**src/sv/bmx_pkg.sv**
```systemverilog
// package: constants, register codes and shared types of the bitmap blit expander
package bmx_pkg;

	localparam int SCREEN_W = 320;
	localparam int SCREEN_H = 240;

	localparam int ROW_PK = SCREEN_W / 2;
	localparam int ROW_WD = SCREEN_W * 2;

	localparam int BYTE_W  = 8;
	localparam int COL_W   = 6;
	localparam int ROW_W   = 8;
	localparam int ADDR_W  = 18;
	localparam int COLOR_W = 16;
	localparam int X_W     = 12;
	localparam int Y_W     = 11;
	localparam int PIX_W   = 3;
	localparam int CFG_IDX_W  = 3;
	localparam int CFG_DATA_W = 16;

	localparam logic [COLOR_W-1:0] COLOR4_MASK = 16'h000F;
	localparam logic [PIX_W-1:0]   PIX_LAST    = 3'd7;

	typedef enum logic [CFG_IDX_W-1:0] {
		REG_ORIGIN_X   = 3'd0,
		REG_ORIGIN_Y   = 3'd1,
		REG_WIDTH      = 3'd2,
		REG_HEIGHT     = 3'd3,
		REG_FG_COLOR   = 3'd4,
		REG_BG_COLOR   = 3'd5,
		REG_PIXEL_MODE = 3'd6
	} cfg_reg_t;

	typedef struct packed {
		logic [9:0]         origin_x;
		logic [9:0]         origin_y;
		logic [8:0]         width_pixels;
		logic [7:0]         height_rows;
		logic [COLOR_W-1:0] fg_color;
		logic [COLOR_W-1:0] bg_color;
		logic               pixel_mode;
	} cfg_t;

	typedef struct packed {
		logic [COL_W-1:0] byte_column;
		logic [ROW_W-1:0] row_index;
		logic             last_col;
		logic             last_row;
	} cursor_t;

endpackage

```
**src/sv/bmx_if.sv**
```systemverilog
// channel interfaces: bitmap byte in, pixel write out
interface bitmap_if import bmx_pkg::*; ();
	logic              valid;
	logic              ready;
	logic [BYTE_W-1:0] bitmap_byte;

	modport source (output valid, output bitmap_byte, input ready);
	modport sink (input valid, input bitmap_byte, output ready);
endinterface

interface pixel_if import bmx_pkg::*; ();
	logic               valid;
	logic               ready;
	logic               write_enable;
	logic [ADDR_W-1:0]  byte_address;
	logic [COLOR_W-1:0] pixel_value;
	logic               high_nibble;
	logic               last_of_byte;
	logic               image_done;

	modport source (output valid, output write_enable, output byte_address,
		output pixel_value, output high_nibble, output last_of_byte,
		output image_done, input ready);
	modport sink (input valid, input write_enable, input byte_address,
		input pixel_value, input high_nibble, input last_of_byte,
		input image_done, output ready);
endinterface

```
**src/sv/bmx_cursor.sv**
```systemverilog
// byte column and row counters of the bitmap, with end-of-row and end-of-image flags
module bmx_cursor import bmx_pkg::*; (
	input  logic    clk,
	input  logic    arst_n,
	input  cfg_t    cfg,
	input  logic    advance,
	output cursor_t cursor
);

	logic [COL_W-1:0] byte_column_q;
	logic [ROW_W-1:0] row_index_q;
	logic [9:0]       width_sum;
	logic [6:0]       bpr_raw;
	logic [6:0]       bpr;
	logic [ROW_W-1:0] rows;
	logic             last_col;
	logic             last_row;

	always_comb begin
		width_sum = 10'(cfg.width_pixels) + 10'd7;
		bpr_raw   = width_sum[9:3];
		bpr       = (bpr_raw == 7'd0) ? 7'd1 : bpr_raw;
		rows      = (cfg.height_rows == 8'd0) ? 8'd1 : cfg.height_rows;
		last_col  = {1'b0, byte_column_q} >= (bpr - 7'd1);
		last_row  = row_index_q >= (rows - 8'd1);
	end

	always_ff @(posedge clk or negedge arst_n) begin
		if (!arst_n) begin
			byte_column_q <= '0;
			row_index_q   <= '0;
		end else if (advance) begin
			if (last_col) begin
				byte_column_q <= '0;
				row_index_q   <= last_row ? '0 : row_index_q + 8'd1;
			end else begin
				byte_column_q <= byte_column_q + 6'd1;
			end
		end
	end

	assign cursor = '{byte_column: byte_column_q, row_index: row_index_q,
		last_col: last_col, last_row: last_row};

endmodule

```
**src/sv/bmx_expand.sv**
```systemverilog
// byte holding stage, pixel counter and pixel write result register
module bmx_expand import bmx_pkg::*; (
	input  logic              clk,
	input  logic              arst_n,
	input  cfg_t              cfg,
	input  cursor_t           cursor,
	input  logic              in_valid,
	output logic              in_ready,
	input  logic [BYTE_W-1:0] in_byte,
	pixel_if.source           pix
);

	logic                     hold_valid_s1;
	logic [BYTE_W-1:0]        byte_s1;
	logic signed [X_W-1:0]    xbase_s1;
	logic                     row_on_s1;
	logic [ADDR_W-1:0]        row_pk_s1;
	logic [ADDR_W-1:0]        row_wd_s1;
	logic                     done_s1;
	logic [PIX_W-1:0]         pix_idx_q;

	logic                     out_valid_s2;
	logic                     we_s2;
	logic [ADDR_W-1:0]        addr_s2;
	logic [COLOR_W-1:0]       color_s2;
	logic                     hi_s2;
	logic                     last_s2;
	logic                     done_s2;

	logic                     accept;
	logic                     out_load;
	logic                     pix_last;
	logic signed [X_W-1:0]    xbase_d;
	logic signed [Y_W-1:0]    ry;
	logic [9:0]               uy;
	logic                     row_on_d;
	logic signed [X_W-1:0]    rx;
	logic [10:0]              ux;
	logic                     on;
	logic [COLOR_W-1:0]       color;
	logic [ADDR_W-1:0]        addr;

	// next item enters as the eighth pixel of the held byte leaves
	assign out_load = hold_valid_s1 && (!out_valid_s2 || pix.ready);
	assign pix_last = pix_idx_q == PIX_LAST;
	assign in_ready = !hold_valid_s1 || (out_load && pix_last);
	assign accept   = in_valid && in_ready;

	// per-byte geometry
	always_comb begin
		xbase_d  = $signed({{2{cfg.origin_x[9]}}, cfg.origin_x})
			+ $signed({3'b000, cursor.byte_column, 3'b000}) + 12'sd8;
		ry       = $signed({cfg.origin_y[9], cfg.origin_y})
			+ $signed({3'b000, cursor.row_index});
		uy       = ry[9:0];
		row_on_d = !ry[Y_W-1] && ({1'b0, uy} < 11'(SCREEN_H));
	end

	always_ff @(posedge clk or negedge arst_n) begin
		if (!arst_n) begin
			hold_valid_s1 <= 1'b0;
		end else if (accept) begin
			hold_valid_s1 <= 1'b1;
		end else if (out_load && pix_last) begin
			hold_valid_s1 <= 1'b0;
		end
	end

	always_ff @(posedge clk) begin
		if (accept) begin
			byte_s1   <= in_byte;
			xbase_s1  <= xbase_d;
			row_on_s1 <= row_on_d;
			row_pk_s1 <= ADDR_W'({8'b0, uy} * 18'(ROW_PK));
			row_wd_s1 <= ADDR_W'({8'b0, uy} * 18'(ROW_WD));
			done_s1   <= cursor.last_col && cursor.last_row;
		end
	end

	always_ff @(posedge clk or negedge arst_n) begin
		if (!arst_n) begin
			pix_idx_q <= '0;
		end else if (out_load) begin
			pix_idx_q <= pix_idx_q + 3'd1;
		end
	end

	// one pixel of the held byte
	always_comb begin
		rx    = xbase_s1 - $signed({9'b0, pix_idx_q});
		ux    = rx[10:0];
		on    = row_on_s1 && !rx[X_W-1] && (ux < 11'(SCREEN_W));
		color = byte_s1[pix_idx_q] ? cfg.fg_color : cfg.bg_color;
		if (!cfg.pixel_mode) begin
			color = color & COLOR4_MASK;
		end
		if (!on) begin
			addr = '0;
		end else if (cfg.pixel_mode) begin
			addr = row_wd_s1 + ADDR_W'({ux, 1'b0});
		end else begin
			addr = row_pk_s1 + ADDR_W'(ux[10:1]);
		end
	end

	always_ff @(posedge clk or negedge arst_n) begin
		if (!arst_n) begin
			out_valid_s2 <= 1'b0;
		end else if (out_load) begin
			out_valid_s2 <= 1'b1;
		end else if (pix.ready) begin
			out_valid_s2 <= 1'b0;
		end
	end

	always_ff @(posedge clk) begin
		if (out_load) begin
			we_s2    <= on;
			addr_s2  <= addr;
			color_s2 <= color;
			hi_s2    <= on && !cfg.pixel_mode && !ux[0];
			last_s2  <= pix_last;
			done_s2  <= pix_last && done_s1;
		end
	end

	assign pix.valid        = out_valid_s2;
	assign pix.write_enable = we_s2;
	assign pix.byte_address = addr_s2;
	assign pix.pixel_value  = color_s2;
	assign pix.high_nibble  = hi_s2;
	assign pix.last_of_byte = last_s2;
	assign pix.image_done   = done_s2;

endmodule

```
**src/sv/mono_bitmap_blit_expander.sv**
```systemverilog
// top level: configuration registers, bitmap cursor and pixel expansion
// Each bitmap byte transferred in yields eight pixel write transfers out, bit 0
// first, one per cycle while the output side does not stall, through a single
// result register. The first pixel write passes through the byte holding stage
// and then the result register; the next byte is taken in the cycle its
// predecessor's eighth pixel enters the result register.
// Configuration writes take effect at once and must only be made while idle.
module mono_bitmap_blit_expander import bmx_pkg::*; (
	input  logic                  clk,
	input  logic                  arst_n,
	input  logic                  cfg_write,
	input  logic [CFG_IDX_W-1:0]  cfg_index,
	input  logic [CFG_DATA_W-1:0] cfg_data,
	bitmap_if.sink                bitmap,
	pixel_if.source               pixel
);

	cfg_t    cfg_q;
	cursor_t cursor;
	logic    in_ready;

	always_ff @(posedge clk or negedge arst_n) begin
		if (!arst_n) begin
			cfg_q <= '{origin_x: 10'd0, origin_y: 10'd0, width_pixels: 9'd8,
				height_rows: 8'd1, fg_color: 16'd15, bg_color: 16'd0,
				pixel_mode: 1'b0};
		end else if (cfg_write) begin
			case (cfg_index)
				REG_ORIGIN_X:   cfg_q.origin_x     <= cfg_data[9:0];
				REG_ORIGIN_Y:   cfg_q.origin_y     <= cfg_data[9:0];
				REG_WIDTH:      cfg_q.width_pixels <= cfg_data[8:0];
				REG_HEIGHT:     cfg_q.height_rows  <= cfg_data[7:0];
				REG_FG_COLOR:   cfg_q.fg_color     <= cfg_data;
				REG_BG_COLOR:   cfg_q.bg_color     <= cfg_data;
				REG_PIXEL_MODE: cfg_q.pixel_mode   <= cfg_data[0];
				default: begin
				end
			endcase
		end
	end

	bmx_cursor u_cursor (
		.clk     (clk),
		.arst_n  (arst_n),
		.cfg     (cfg_q),
		.advance (bitmap.valid && in_ready),
		.cursor  (cursor)
	);

	bmx_expand u_expand (
		.clk      (clk),
		.arst_n   (arst_n),
		.cfg      (cfg_q),
		.cursor   (cursor),
		.in_valid (bitmap.valid),
		.in_ready (in_ready),
		.in_byte  (bitmap.bitmap_byte),
		.pix      (pixel)
	);

	assign bitmap.ready = in_ready;

endmodule

```
**src/flat_wrapper.sv**
```systemverilog
// flat-port wrapper written by rule: the top's interface ports become plain ports
module mono_bitmap_blit_expander_flat import bmx_pkg::*;
  (clk, arst_n, cfg_write, cfg_index, cfg_data, bitmap_valid, bitmap_bitmap_byte, bitmap_ready, pixel_valid, pixel_write_enable, pixel_byte_address, pixel_pixel_value, pixel_high_nibble, pixel_last_of_byte, pixel_image_done, pixel_ready);
  bitmap_if bitmap_i ();
  pixel_if pixel_i ();
  input  logic clk;
  input  logic arst_n;
  input  logic cfg_write;
  input  logic [CFG_IDX_W-1:0] cfg_index;
  input  logic [CFG_DATA_W-1:0] cfg_data;
  input wire logic [$bits(bitmap_i.valid)-1:0] bitmap_valid;
  input wire logic [$bits(bitmap_i.bitmap_byte)-1:0] bitmap_bitmap_byte;
  output wire logic [$bits(bitmap_i.ready)-1:0] bitmap_ready;
  output wire logic [$bits(pixel_i.valid)-1:0] pixel_valid;
  output wire logic [$bits(pixel_i.write_enable)-1:0] pixel_write_enable;
  output wire logic [$bits(pixel_i.byte_address)-1:0] pixel_byte_address;
  output wire logic [$bits(pixel_i.pixel_value)-1:0] pixel_pixel_value;
  output wire logic [$bits(pixel_i.high_nibble)-1:0] pixel_high_nibble;
  output wire logic [$bits(pixel_i.last_of_byte)-1:0] pixel_last_of_byte;
  output wire logic [$bits(pixel_i.image_done)-1:0] pixel_image_done;
  input wire logic [$bits(pixel_i.ready)-1:0] pixel_ready;
  assign bitmap_i.valid = bitmap_valid;
  assign bitmap_i.bitmap_byte = bitmap_bitmap_byte;
  assign bitmap_ready = bitmap_i.ready;
  assign pixel_valid = pixel_i.valid;
  assign pixel_write_enable = pixel_i.write_enable;
  assign pixel_byte_address = pixel_i.byte_address;
  assign pixel_pixel_value = pixel_i.pixel_value;
  assign pixel_high_nibble = pixel_i.high_nibble;
  assign pixel_last_of_byte = pixel_i.last_of_byte;
  assign pixel_image_done = pixel_i.image_done;
  assign pixel_i.ready = pixel_ready;
  mono_bitmap_blit_expander u_core (.clk(clk), .arst_n(arst_n), .cfg_write(cfg_write), .cfg_index(cfg_index), .cfg_data(cfg_data), .bitmap(bitmap_i), .pixel(pixel_i));
endmodule
```
**config.mk**
```make
export PLATFORM = sky130hd
export DESIGN_NAME = mono_bitmap_blit_expander_flat
export DESIGN_NICKNAME = d
export VERILOG_FILES = /design/src/sv/bmx_pkg.sv /design/src/sv/bmx_if.sv /design/src/sv/bmx_cursor.sv /design/src/sv/bmx_expand.sv /design/src/sv/mono_bitmap_blit_expander.sv /design/src/flat_wrapper.sv
export SDC_FILE = /design/constraint.sdc
export NUM_CORES = 1
export LEC_CHECK = 0
export BUFFER_PORTS_ARGS = -buffer_cell sky130_fd_sc_hd__buf_2
export CAP_MARGIN = 30
export CORE_MARGIN = 4
export CORE_UTILIZATION = 55
export DETAILED_ROUTE_END_ITERATION = 10
export PLACE_DENSITY = 0.78
export SYNTH_ARGS = -nofsm -noshare
export SYNTH_HDL_FRONTEND = slang
export SYNTH_HIERARCHICAL = 1
export SYNTH_SLANG_ARGS = --single-unit
```
**constraint.sdc**
```tcl
create_clock -name clk -period 7.4 [get_ports clk]
set_input_delay 1.11 -clock clk [delete_from_list [all_inputs] [get_ports clk]]
set_output_delay 1.11 -clock clk [all_outputs]
set_load 0.01 [all_outputs]
```
==> impl_metrics.csv <==
group,metric,value,unit
hold_path,hold_path.class,"reg2reg",
route,wire_per_inst,16.7,µm
timing,clock_skew,8.43,ps
timing,hold_viol_final,0,
worst_setup_path,worst_path_largest_cell_delay,480,ps
layout,fillers,1154,
grt,grt_util_met2,32.2,%
route,vias_per_cell,5.63,
worst_setup_path,start_kind,"flop",
synthesis,syn-num-nets,818,
timing,period_share,53.9,%
worst_setup_path,rr_startpoint,"u_core/u_expand/pix_idx_q[0]$_DFFE_PN0P_",
grt,grt_pass1_vias,5775,
job,max_cap_viol_count,0,
route,firstDrtPassIters,5,
grt,grt_pass1_wl,28000,µm
timing,setup_violations,0,
synthesis,synth_mux_area_share,12.6,%
route,wl,17100,µm
timing,layout_min_cycle_time,3980,ps
route,vias,5766,
pwr,p_leak,4.33,nW
clock_tree,root_buffer,"clkbuf_16",
floorplan,start_util,56.1,%
clock_tree,cts_buffers,17,
layout,multi_input_area,0.00422,mm²
route,drt_iter0_markers,353,
worst_setup_path,critPathSlowestCell,"dfrtp_1",
synthesis,ys_ff_latch,162,
clock_tree,clkLatencyLatePin,420,ps
synthesis,synth-xor-area-share,5.03,%
placed_design,hpwl,12700,µm
synthesis,synth_compound_area_share,9.38,%
pwr,pwr-share-clk,24.9,%
worst_setup_path,crit_required,7620,ps
pwr,power_switching,0.00112,W
clock_tree,cts_buffer_depth,2,
layout,areaGrowthSynthToFinish,13.5,%
synthesis,synth_fa_ha_area_share,10.3,%
hold_path,worstHoldStart,"u_core/cfg_q[61]$_DFFE_PN0P_",
floorplan,die_width,135,µm
layout,fin_nets,897,
clock_tree,h-tree-depth,4,
placed_design,placed_cells,991,
floorplan,core,0.0158,mm²
grt,gr-usage-met1,25.7,%
worst_setup_path,reg2regPathDepth,15,
layout,final_common_cell,"dfrtp_1",
pwr,p_int,0.00231,W
worst_setup_path,crit_chain,"ha_1, inv_1, fa_1, and2_1, nor2_1, xor2_1, ha_1, inv_1, fa_1, nor2b_1, o31a_1, nor2_1, nor3_1, a311oi_1, a2111oi_4",
clock_tree,path_clk_slew,60,ps
synthesis,synth_area,0.00888,mm²
timing,setup_tns,0,ps
placed_design,place.gp.congestion,0.845,
pwr,power_density,341,mW/mm²
worst_setup_path,cp_max_fo,5,
grt,antenna_found_initial,0,
timing,whs,458,ps
grt,grt_max_degree,56,
hold_path,hold_end,"u_core/u_expand/xbase_s1[1]$_DFFE_PP_",
floorplan,die_y,135,µm
layout,antenna_cells,0,
pwr,combPwrFrac,35.9,%
synthesis,async_reset_ff_share,54.9,%
hold_path,whs_path_depth,0,
layout,seq_area,0.00443,mm²
layout,final_cell_mix,"dfrtp_1, edfxtp_1, buf_2",
clock_tree,ctsHoldBuffers,0,
pwr,ir_drop,230,µV
worst_setup_path,r2r_setup_slack,3420,ps
grt,top_usage_layer,"met2",
outcome,status,"finished clean",
timing,worst_pin_slew,945,ps
worst_setup_path,worstSetupEndpointType,"flop",
worst_setup_path,path_delay_family,"adder cells",
worst_setup_path,timing.rr.end,"u_core/u_expand/pix.byte_address[17]$_SDFFCE_PN0P_",
worst_setup_path,critPathArrivalTime,4210,ps
clock_tree,cts.sinks,162,
synthesis,synth_ff_type,"dfrtp_1",
pwr,switching_share,32.8,%
pwr,p_seq_share,39.2,%
layout,fin_cells,1024,
synthesis,yosys.area_share.simple,10.1,%
timing,grt_setup_unrepaired,"no",
grt,overflow,0,
clock_tree,post-cts-setup-buffers,0,
floorplan,dieArea,0.0182,mm²
synthesis,ys_seq_area_share,49.8,%
clock_tree,cts_tree,"built",
timing,relSlewSlack,37.0,%
grt,grt_use_total,19.3,%
synthesis,avgSynthCellArea,12.4,µm²
floorplan,rows,46,
route,drc_errors,0,
floorplan,io_pins,72,
worst_setup_path,critical_path_class,"reg2reg",
worst_setup_path,crit_buf_inv,2,
grt,grt_util_met3,4.10,%
placed_design,numPortBuffers,71,
timing,max_freq,0.251,GHz
synthesis,yosysWarnings,6,
synthesis,synth_top_family_by_area,"multiplexers",
synthesis,synth_edf_count,73,
layout,drive_gt1_share,26.4,%
synthesis,ys_types,71,
route,ant_nets,0,
timing,maxSlewViolCount,0,
synthesis,syn_inst,716,
clock_tree,post_cts_resized,0,
[Yosys cell counts (all sizes together), types with 16 or more instances]
| master | count | area (µm²) |
|---|---|---|
| inv | 33 | 124 |
| xnor2 | 31 | 272 |
| dfrtp | 83 | 2080 |
| nor2 | 55 | 206 |
| edfxtp | 73 | 2190 |
| ha | 65 | 813 |
| o21ai | 20 | 100 |
| xor2 | 20 | 175 |
| a21oi | 28 | 144 |
| mux2 | 78 | 916 |
| nand2 | 36 | 135 |
| mux2i | 16 | 160 |
[metrics by stage]
step                area (µm²)  setup slack, ps  utilization, %  power (W)
global placement          9440             3590            59.6    0.00251
detailed placement        9470             3400            59.8    0.00259
floorplan                 8880             3810               -    0.00228
global route             10100             3050            63.7    0.00367
finish                   10100             3420            63.7    0.00343
CTS                      10100             3400            63.5    0.00346
[power groups by stage]
stage / Combinational (W) / Sequential [W] / Clock, W
5_1_grt: 0.00139 / 0.00137 / 0.000910
3_3_place_gp: 0.00116 / 0.00135 / 0
6_report: 0.00123 / 0.00135 / 0.000854
2_1_floorplan: 0.000943 / 0.00133 / 0
4_1_cts: 0.00124 / 0.00135 / 0.000871
3_5_place_dp: 0.00122 / 0.00136 / 0
[kinds of logic (layout without fill, tap and decap cells)]
kind of cell | Yosys count | after routing
AOI/OAI and AO/OA | 116 | 116
xor gates and xnor gates | 51 | 51
adders and majority gates | 70 | 70
buffers and inverters | 52 | 144
DFF | 162 | 162
muxes | 96 | 96
and+or+nand+nor | 169 | 169
[registers in the layout, indices dropped and copies added, names as in the netlist, 3 cells and up]
register                          flops
u_core/u_cursor/byte_column_q         6
u_core/u_expand/xbase_s1             12
u_core/cfg_q                         70
u_core/u_expand/pix.pixel_value      16
u_core/u_expand/byte_s1               8
u_core/u_expand/pix.byte_address     18
u_core/u_expand/row_wd_s1            10
u_core/u_cursor/row_index_q           8
u_core/u_expand/row_pk_s1             3
u_core/u_expand/pix_idx_q             3
[cell type report]
class	instances	share of cell area [%]
tap	216	2.68
clock inverter	9	1.03
sequential	162	43.9
inverter	33	1.23
multi-input combinational	502	41.9
timing repair buffer	79	4.54
clock buffer	23	4.75
[routing by layer]
metal	part of all wire, %	routed length (µm)
met2	50	8530
met3	4.3	742
met4	1.1	184
met5	0	0
met1	45	7670
[worst max-delay path by stage]
stage,slack [ps],end,cells after the start,from
global route,3050,u_core/u_expand/pix.byte_address[17]$_SDFFCE_PN0P_,15,u_core/u_expand/pix_idx_q[0]$_DFFE_PN0P_
finish,3420,u_core/u_expand/pix.byte_address[17]$_SDFFCE_PN0P_,15,u_core/u_expand/pix_idx_q[0]$_DFFE_PN0P_
floorplan,3810,u_core/u_expand/pix.byte_address[17]$_SDFFCE_PN0P_,14,u_core/u_expand/pix_idx_q[2]$_DFFE_PN0P_
global placement,3590,u_core/u_expand/pix.byte_address[17]$_SDFFCE_PN0P_,14,u_core/u_expand/pix_idx_q[2]$_DFFE_PN0P_
CTS,3400,u_core/u_expand/pix.byte_address[17]$_SDFFCE_PN0P_,15,u_core/u_expand/pix_idx_q[0]$_DFFE_PN0P_
detailed placement,3400,u_core/u_expand/pix.byte_address[17]$_SDFFCE_PN0P_,15,u_core/u_expand/pix_idx_q[0]$_DFFE_PN0P_
(Power assumes the default switching activity.)
